<file path="src/rtl/core/srmf_pkg.sv">
// Shared constants, types and helpers of the separable RGBA minimum filter.
package srmf_pkg;

  localparam int MAX_WIDTH  = 1024;
  localparam int MAX_HEIGHT = 4096;
  localparam int MAX_RADIUS = 7;

  localparam int STORE_ROWS = 2 * MAX_RADIUS;
  localparam int WIN_COLS   = 2 * MAX_RADIUS + 1;
  localparam int WIN_ROWS   = MAX_RADIUS + 1;

  localparam int PIX_W  = 32;
  localparam int COL_W  = 10;
  localparam int ROW_W  = 12;
  localparam int RAD_W  = 3;
  localparam int WREG_W = 11;
  localparam int HREG_W = 13;

  localparam int RS_DEPTH = STORE_ROWS * MAX_WIDTH;
  localparam int RS_AW    = $clog2(RS_DEPTH);
  localparam int CW_DEPTH = WIN_ROWS * WIN_COLS;
  localparam int CW_AW    = $clog2(CW_DEPTH);
  localparam int RSLOT_W  = $clog2(STORE_ROWS);
  localparam int CSLOT_W  = $clog2(WIN_COLS);
  localparam int K_W      = $clog2(WIN_ROWS);
  localparam int CNT_W    = $clog2(WIN_COLS + 1);

  localparam int PADDR_W  = 4;

  // Configuration register indexes
  typedef enum logic [1:0] {
    REG_IMAGE_WIDTH  = 2'd0,
    REG_IMAGE_HEIGHT = 2'd1,
    REG_RADIUS_X     = 2'd2,
    REG_RADIUS_Y     = 2'd3
  } srmf_reg_t;

  typedef enum logic [3:0] {
    ST_IDLE,
    ST_VINIT,
    ST_VSTART,
    ST_VREAD,
    ST_VDRAIN,
    ST_VWRITE,
    ST_RSWR,
    ST_HINIT,
    ST_HSTART,
    ST_HREAD,
    ST_HDRAIN,
    ST_HOUT,
    ST_ADV
  } srmf_state_t;

  typedef struct packed {
    logic accept;
    logic loop_init;
    logic v_start;
    logic v_issue;
    logic v_write;
    logic rs_write;
    logic h_start;
    logic h_issue;
    logic out_load;
    logic next_x;
    logic next_y;
    logic advance;
  } srmf_cmd_t;

  typedef struct packed {
    logic have_rows;
    logic have_cols;
    logic d_zero;
    logic rd_last;
    logic x_last;
    logic y_last;
    logic out_free;
  } srmf_stat_t;

  // Per-byte minimum of two pixels
  function automatic logic [PIX_W-1:0] min_bytes(input logic [PIX_W-1:0] a,
                                                 input logic [PIX_W-1:0] b);
    logic [PIX_W-1:0] r;
    r = '0;
    for (int s = 0; s < PIX_W / 8; s++) begin
      r[s*8 +: 8] = (a[s*8 +: 8] < b[s*8 +: 8]) ? a[s*8 +: 8] : b[s*8 +: 8];
    end
    return r;
  endfunction

endpackage

</file>
<file path="src/rtl/core/srmf_ctrl.sv">
// Controller state machine sequencing vertical, store and horizontal phases.
module srmf_ctrl (
  input  logic                 clk,
  input  logic                 rst_n,
  input  logic                 in_valid,
  output logic                 in_ready,
  input  srmf_pkg::srmf_stat_t stat,
  output srmf_pkg::srmf_cmd_t  cmd
);

  srmf_pkg::srmf_state_t state_r, state_nxt;

  // Hold state
  always_ff @(posedge clk) begin
    if (!rst_n) begin
      state_r <= srmf_pkg::ST_IDLE;
    end else begin
      state_r <= state_nxt;
    end
  end

  // Next state and commands
  always_comb begin
    state_nxt = state_r;
    cmd       = '0;
    in_ready  = 1'b0;
    unique case (state_r)
      srmf_pkg::ST_IDLE: begin
        in_ready = 1'b1;
        if (in_valid) begin
          cmd.accept = 1'b1;
          state_nxt  = srmf_pkg::ST_VINIT;
        end
      end
      srmf_pkg::ST_VINIT: begin
        cmd.loop_init = 1'b1;
        state_nxt = stat.have_rows ? srmf_pkg::ST_VSTART : srmf_pkg::ST_RSWR;
      end
      srmf_pkg::ST_VSTART: begin
        cmd.v_start = 1'b1;
        state_nxt = stat.d_zero ? srmf_pkg::ST_VWRITE : srmf_pkg::ST_VREAD;
      end
      srmf_pkg::ST_VREAD: begin
        cmd.v_issue = 1'b1;
        if (stat.rd_last) state_nxt = srmf_pkg::ST_VDRAIN;
      end
      srmf_pkg::ST_VDRAIN: begin
        state_nxt = srmf_pkg::ST_VWRITE;
      end
      srmf_pkg::ST_VWRITE: begin
        cmd.v_write = 1'b1;
        if (stat.y_last) begin
          state_nxt = srmf_pkg::ST_RSWR;
        end else begin
          cmd.next_y = 1'b1;
          state_nxt  = srmf_pkg::ST_VSTART;
        end
      end
      srmf_pkg::ST_RSWR: begin
        cmd.rs_write = 1'b1;
        state_nxt = (stat.have_rows && stat.have_cols) ? srmf_pkg::ST_HINIT
                                                       : srmf_pkg::ST_ADV;
      end
      srmf_pkg::ST_HINIT: begin
        cmd.loop_init = 1'b1;
        state_nxt = srmf_pkg::ST_HSTART;
      end
      srmf_pkg::ST_HSTART: begin
        cmd.h_start = 1'b1;
        state_nxt = srmf_pkg::ST_HREAD;
      end
      srmf_pkg::ST_HREAD: begin
        cmd.h_issue = 1'b1;
        if (stat.rd_last) state_nxt = srmf_pkg::ST_HDRAIN;
      end
      srmf_pkg::ST_HDRAIN: begin
        state_nxt = srmf_pkg::ST_HOUT;
      end
      srmf_pkg::ST_HOUT: begin
        if (stat.out_free) begin
          cmd.out_load = 1'b1;
          priority if (!stat.x_last) begin
            cmd.next_x = 1'b1;
            state_nxt  = srmf_pkg::ST_HSTART;
          end else if (!stat.y_last) begin
            cmd.next_y = 1'b1;
            state_nxt  = srmf_pkg::ST_HSTART;
          end else begin
            state_nxt = srmf_pkg::ST_ADV;
          end
        end
      end
      srmf_pkg::ST_ADV: begin
        cmd.advance = 1'b1;
        state_nxt = srmf_pkg::ST_IDLE;
      end
      default: begin
        state_nxt = srmf_pkg::ST_IDLE;
      end
    endcase
  end

endmodule

</file>
<file path="config.mk">
export PLATFORM = sky130hd
export DESIGN_NAME = srmf_ctrl
export DESIGN_NICKNAME = d
export VERILOG_FILES = /design/src/rtl/core/srmf_pkg.sv /design/src/rtl/core/srmf_ctrl.sv
export SDC_FILE = /design/constraint.sdc
export NUM_CORES = 1
export LEC_CHECK = 0
export ABC_AREA = 1
export ABC_CLOCK_PERIOD_IN_PS = 3400
export BUFFER_PORTS_ARGS = -buffer_cell sky130_fd_sc_hd__buf_2
export CORE_AREA = 2 2 39 41
export CTS_CLUSTER_DIAMETER = 60
export DETAILED_ROUTE_END_ITERATION = 8
export DIE_AREA = 0 0 41 43
export PLACE_DENSITY = 0.66
export SLEW_MARGIN = 0
export SYNTH_ARGS = -nofsm -noshare
export SYNTH_HDL_FRONTEND = slang
export SYNTH_SLANG_ARGS = --single-unit
</file>
<file path="constraint.sdc">
create_clock -name clk -period 3.4 [get_ports clk]
set_input_delay 0.34 -clock clk [delete_from_list [all_inputs] [get_ports clk]]
set_output_delay 0.34 -clock clk [all_outputs]
set_load 0.1 [all_outputs]
</file>
==> flow_summary.json, run 1 <==
{
  "dp_hpwl_um": 981,
  "die_area_sq_um": 1760,
  "drive_gt1_share_pct": 36.9,
  "portBuffers": 22,
  "tightest_slew_ns": 0.488,
  "critical_path_class": "register to primary output",
  "fin_cells": 127,
  "cts-hold-fix-buffers": 0,
  "reg.largest.list": "state_r x4",
  "finalCriticalPeriod_ns": 2.05,
  "clock-root-buffer": "clkbuf_4",
  "yosysSeqAreaShare_pct": 16.5,
  "route.vias.total": 599,
  "synthTopCellsByArea": "nand2_1, dfxtp_1, inv_1",
  "initial_core_util_pct": 35.1,
  "cts.sink_count": 4,
  "fin_ws_ns": 1.35,
  "core_sq_um": 1380,
  "rsz0062_at_grt": "no",
  "cts_buffers": 3,
  "cp.required_ns": 3.06,
  "finClkSkew_ns": 0.0000384,
  "largest-register": "state_r",
  "netlist_instances": 87,
  "largest_reg_flops": 4,
  "synth_area_sq_um": 485,
  "diodes": 0,
  "synth_seq_cells": 4,
  "fin_nets": 123,
  "cts_buffer_depth": 2,
  "drc": 0,
  "cts_tree": "built",
  "post_cts_buffers": 0,
  "peakVddDrop_mv": 0.520,
  "setup.worst_path.end_class": "primary output",
  "io_pins": 23,
  "overflow": 0,
  "finalSetupViolations": 0,
  "yosysMostFrequentCell": "nand2_1",
  "core.rowCount": 14,
  "grt_max_degree": 9,
  "dp.cells": 124,
  "outcome": "complete, no violations",
  "clk_pin_slew_ns": 0.03,
  "hp-class": "input port to register",
  "max-cap-violations": 0,
  "drt_wl_total_um": 1160,
  "max_stage_delay_ns": 0.46,
  "drv_slew": 0,
  "synth_top_cell_area_share_pct": 20.9,
  "cp_data_arrival_time_ns": 1.71,
  "syn_to_final_growth_pct": 30.9,
  "drt_first_iter_violations": 12,
  "ant_nets": 0,
  "multi_input_area_sq_um": 335,
  "p_leak_nw": 0.402,
  "firstDrtPassIters": 4,
  "finalHoldViolCount": 0,
  "synth_cell_type_count": 20,
  "gp_congestion": 0.873,
  "yosys-top-cells-count": "nand2_1, inv_1, nor2_1, nand3_1, dfxtp_1",
  "seqCellArea_sq_um": 80.1,
  "syn-num-nets": 97,
  "grt_pass1_vias": 515,
  "setup_tns_ns": 0,
  "startpoint_type": "register",
  "grt_pass1_wl_um": 1890,
  "synthFlopType": "dfxtp_1",
  "htreeDepth": 1,
  "fp.dieW_um": 41,
  "relSlewSlack_pct": 67.7,
  "fin_crit_sh_pct": 60.2,
  "crit_path_top_delay_cell": "dfxtp_1",
  "max_freq_mhz": 488,
  "grtUsageTotal_pct": 16.1,
  "yosys_warnings": 0,
  "cp_cell_sequence": "nand2_1 -> inv_1 -> nand3_1 -> nand2_1 -> nor3b_2 -> buf_2",
  "ys_async_sr_fraction_pct": 0,
  "powerDensity_nw_per_um2": 968,
  "syn_area_per_cell_sq_um": 5.58,
  "place_worst_setup_slack_ns": 1.62,
  "die_y_um": 43,
  "clkLatencyLatePin_ns": 0.23,
  "vias_per_cell": 4.72,
  "antenna_found_initial": 0,
  "synth_edf_count": 0,
  "cpMostUsedCell": "nand2_1",
  "synth_area_leader_cell": "nand2_1",
  "critPathMaxFanout": 8,
  "num-fill-cells": 155,
  "cts_resized": 0,
  "avgRoutedWirePerCell_um": 9.13
}
[final timing paths]
path / start / to / slack [ns] / cells after the start
max: state_r[1]$_SDFFE_PN0P_ / cmd[1] / 1.35 / 6
min: rst_n / state_r[3]$_SDFFE_PN0P_ / 0.34 / 3
max reg2reg: state_r[1]$_SDFFE_PN0P_ / state_r[0]$_SDFFE_PN0P_ / 2.12 / 8
min reg2reg: state_r[0]$_SDFFE_PN0P_ / state_r[0]$_SDFFE_PN0P_ / 0.55 / 2
[worst max-delay path, delay by kind of cell, from the launching register on]
family / cells / cell delay [ns]
flip-flops: 1 / 0.46
AND/OR/NAND/NOR: 4 / 0.42
buffers and inverters: 2 / 0.59
[logic make-up (layout without fill, tap and decap cells)]
| family | Yosys count | in the layout | synth area share (%) |
|---|---|---|---|
| AO/OA/AOI/OAI | 6 | 6 | 6.96 |
| buffers and inverters | 19 | 43 | 15.5 |
| flip-flops | 4 | 4 | 16.5 |
| AND/OR/NAND/NOR | 58 | 58 | 61.1 |
[placed cells by master (no fill, tap or decap), drive strengths merged, types with 2 or more instances in the layout]
cell type and count:
nand2 31, nor2 13, clkbuf 3, o21ai 2, nor3 3, buf 22
inv 18, dfxtp 4, a21oi 2, nand3 8
[power by group]
part	total, W	internal (W)	switching, W
Combinational	0.000467	0.0000934	0.000373
Clock	0.0000569	0.0000393	0.0000176
Sequential	0.0000913	0.0000620	0.0000293
[layout make-up]
cell class | instances | share of cell area (%)
Multi-Input combinational cell | 64 | 52.8
Timing Repair Buffer | 22 | 17.3
Sequential cell | 4 | 12.6
Inverter | 18 | 10.6
Clock buffer | 3 | 3.54
Tap cell | 16 | 3.15
[metal layers]
layer  share of wire (%)  up-vias  track usage (%)
met5                   0        -                0
met4                0.78        0             12.0
met3                 7.7        2             3.14
met2                  50       21             25.6
met1                  41      262             17.4
li1                    -      314                -
[metrics by stage]
step / instance area [sq um] / utilization, % / hold slack (ns) / total power (W)
finish: 636 / 45.9 / 0.340 / 0.000615
global route: 636 / 45.9 / 0.361 / 0.000663
CTS: 636 / 45.9 / 0.333 / 0.000619
detailed placement: 613 / 44.3 / 0.542 / 0.000559
global placement: 613 / 44.3 / 0.535 / 0.000558
floorplan: 490 / - / 0.468 / 0.000495
No activity file was read; power rests on OpenSTA's default activity.
==> run 2: changes to the inputs <==
--- a/config.mk
+++ b/config.mk
@@ -6,13 +6,13 @@
 export NUM_CORES = 1
 export LEC_CHECK = 0
 export ABC_AREA = 1
-export ABC_CLOCK_PERIOD_IN_PS = 3400
+export ABC_CLOCK_PERIOD_IN_PS = 1700
 export BUFFER_PORTS_ARGS = -buffer_cell sky130_fd_sc_hd__buf_2
 export CORE_AREA = 2 2 39 41
 export CTS_CLUSTER_DIAMETER = 60
 export DETAILED_ROUTE_END_ITERATION = 8
 export DIE_AREA = 0 0 41 43
-export PLACE_DENSITY = 0.66
+export PLACE_DENSITY = 0.69
 export SLEW_MARGIN = 0
 export SYNTH_ARGS = -nofsm -noshare
 export SYNTH_HDL_FRONTEND = slang
==> constraint.sdc (replaced) <==
create_clock -name clk -period 1.7 [get_ports clk]
set_input_delay 0.17 -clock clk [delete_from_list [all_inputs] [get_ports clk]]
set_output_delay 0.17 -clock clk [all_outputs]
set_load 0.1 [all_outputs]
==> flow_summary.json, run 2 (synthesized netlist as in run 1, its figures left out) <==
{
  "num-fill-cells": 126,
  "rr_worst_depth": 10,
  "cts_buffer_depth": 2,
  "largest-register": "state_r",
  "initial_core_util_pct": 35.1,
  "design_area_sq_um": 905,
  "dr_wl_met3_um": 42,
  "clkLatencyLatePin_ns": 0.23,
  "overflow": 0,
  "max-cap-violations": 0,
  "tightest_slew_ns": 0.487,
  "fin_nets": 127,
  "relSlewSlack_pct": 67.8,
  "ant_nets": 0,
  "cp_data_arrival_time_ns": 1.45,
  "drv_slew": 0,
  "hold_start": "rst_n",
  "drt_wl_total_um": 1390,
  "finalHoldViolCount": 0,
  "crit_end": "cmd[10]",
  "hp-class": "input port to register",
  "setup_tns_ns": 0,
  "avgRoutedWirePerCell_um": 10.6,
  "diodes": 0,
  "timing.rr.end": "state_r[2]$_SDFFE_PN0P_",
  "portBuffers": 22,
  "cts-hold-fix-buffers": 0,
  "gp_congestion": 0.831,
  "layout_commonest_cell": "nand2_1",
  "core_sq_um": 1380,
  "seqCellArea_sq_um": 95.1,
  "multi_input_area_sq_um": 403,
  "drc": 0,
  "p_leak_nw": 0.457,
  "dpl_cell_area_sq_um": 823,
  "startpoint_type": "register",
  "wl_met2_um": 808,
  "fin_crit_sh_pct": 95.5,
  "cts.sink_count": 4,
  "grt_pass1_wl_um": 2150,
  "antenna_found_initial": 0,
  "drt-met1-wl_um": 534,
  "crit_path_start": "state_r[3]$_SDFFE_PN0P_",
  "io_pins": 23,
  "powerDensity_nw_per_um2": 1640,
  "outcome": "complete, no violations",
  "finalCriticalPeriod_ns": 1.62,
  "cts_buffers": 3,
  "die_y_um": 43,
  "syn_to_final_growth_pct": 86.3,
  "grtUsageTotal_pct": 18.3,
  "drive_gt1_share_pct": 51.3,
  "finalSetupViolations": 0,
  "setup.worst_path.end_class": "primary output",
  "final_cell_mix": "nand2_1, inv_1, buf_2, buf_12, nor2_4",
  "peakVddDrop_mv": 1.49,
  "cts_tree": "built",
  "htreeDepth": 1,
  "clock-root-buffer": "clkbuf_4",
  "largest_reg_flops": 4,
  "dp_hpwl_um": 1120,
  "top_layer": "met3",
  "grt_pass1_vias": 542,
  "firstDrtPassIters": 4,
  "route.vias.total": 615,
  "finClkSkew_ns": 0.000921,
  "fp.dieW_um": 41,
  "drt_first_iter_violations": 5,
  "critical_path_class": "register to primary output",
  "r2r_slack_ns": 0.48,
  "die_area_sq_um": 1760,
  "cp.required_ns": 1.53,
  "grt_max_degree": 9,
  "r2r_start": "state_r[3]$_SDFFE_PN0P_",
  "clk_pin_slew_ns": 0.03,
  "max_freq_mhz": 616,
  "core.rowCount": 14,
  "vias_per_cell": 4.69,
  "critPathMaxFanout": 4,
  "reg.largest.list": "state_r x4"
}
run 2: changes by cell type in the layout (fill, tap and decap cells not counted), sizes merged:
cell,previous run,this run
buf,22,26
inv,18,17
clkinvlp,0,1
run 2: metal layers:
metal,up-vias,GRT usage (%)
met3,0,3.14
met2,14,32.2
met4,0,10.0
li1,325,-
met5,-,0
met1,276,18.7
run 2: worst min path at each step:
stage / slack, ns / endpoint / cells after the start
6_report: 0.18 / state_r[3]$_SDFFE_PN0P_ / 3
5_1_grt: 0.20 / state_r[3]$_SDFFE_PN0P_ / 3
4_1_cts: 0.18 / state_r[3]$_SDFFE_PN0P_ / 3
3_5_place_dp: 0.42 / state_r[3]$_SDFFE_PN0P_ / 3
3_3_place_gp: 0.41 / state_r[3]$_SDFFE_PN0P_ / 3
2_1_floorplan: 0.30 / state_r[3]$_SDFFE_PN0P_ / 2
run 2: worst max-delay path: stages (launching register included):
cell     delay (ns)
dfxtp_4        0.35
inv_4          0.08
buf_4          0.12
nand2_2        0.11
o22ai_2        0.12
buf_2          0.44
run 2: repair_timing:
action | in CTS | in global routing
endpoints found under the hold margin | 0 | 0
endpoints found under the setup margin | 1 | 3
gates resized for setup | 3 | 9
setup buffers | 2 | 2
pin swaps | 1 | 3
run 2: area by class of cell:
type / count / share of cell area (%)
multi-input combinational: 64 / 44.5
tap: 16 / 2.21
clock buffer: 3 / 2.49
inverter: 18 / 8.16
sequential: 4 / 10.5
timing repair buffer: 26 / 32.1
run 2: through the flow:
stage / total power (W) / util (%) / setup WS (ns) / instances / hold WS (ns)
5_1_grt: 0.00158 / 65.4 / -0.00392 / 131 / 0.199
6_report: 0.00149 / 65.4 / 0.0762 / 131 / 0.181
4_1_cts: 0.00147 / 62.7 / 0.0240 / 129 / 0.175
3_3_place_gp: 0.00133 / 59.5 / 0.140 / 124 / 0.409
2_1_floorplan: 0.00104 / - / -0.480 / 87 / 0.298
3_5_place_dp: 0.00133 / 59.5 / 0.125 / 124 / 0.416
run 2: where the power goes:
part / switching (W) / internal [W]
clock network: 0.0000345 / 0.0000787
registers: 0.0000654 / 0.000140
logic: 0.000824 / 0.000342
total: 0.000924 / 0.000561
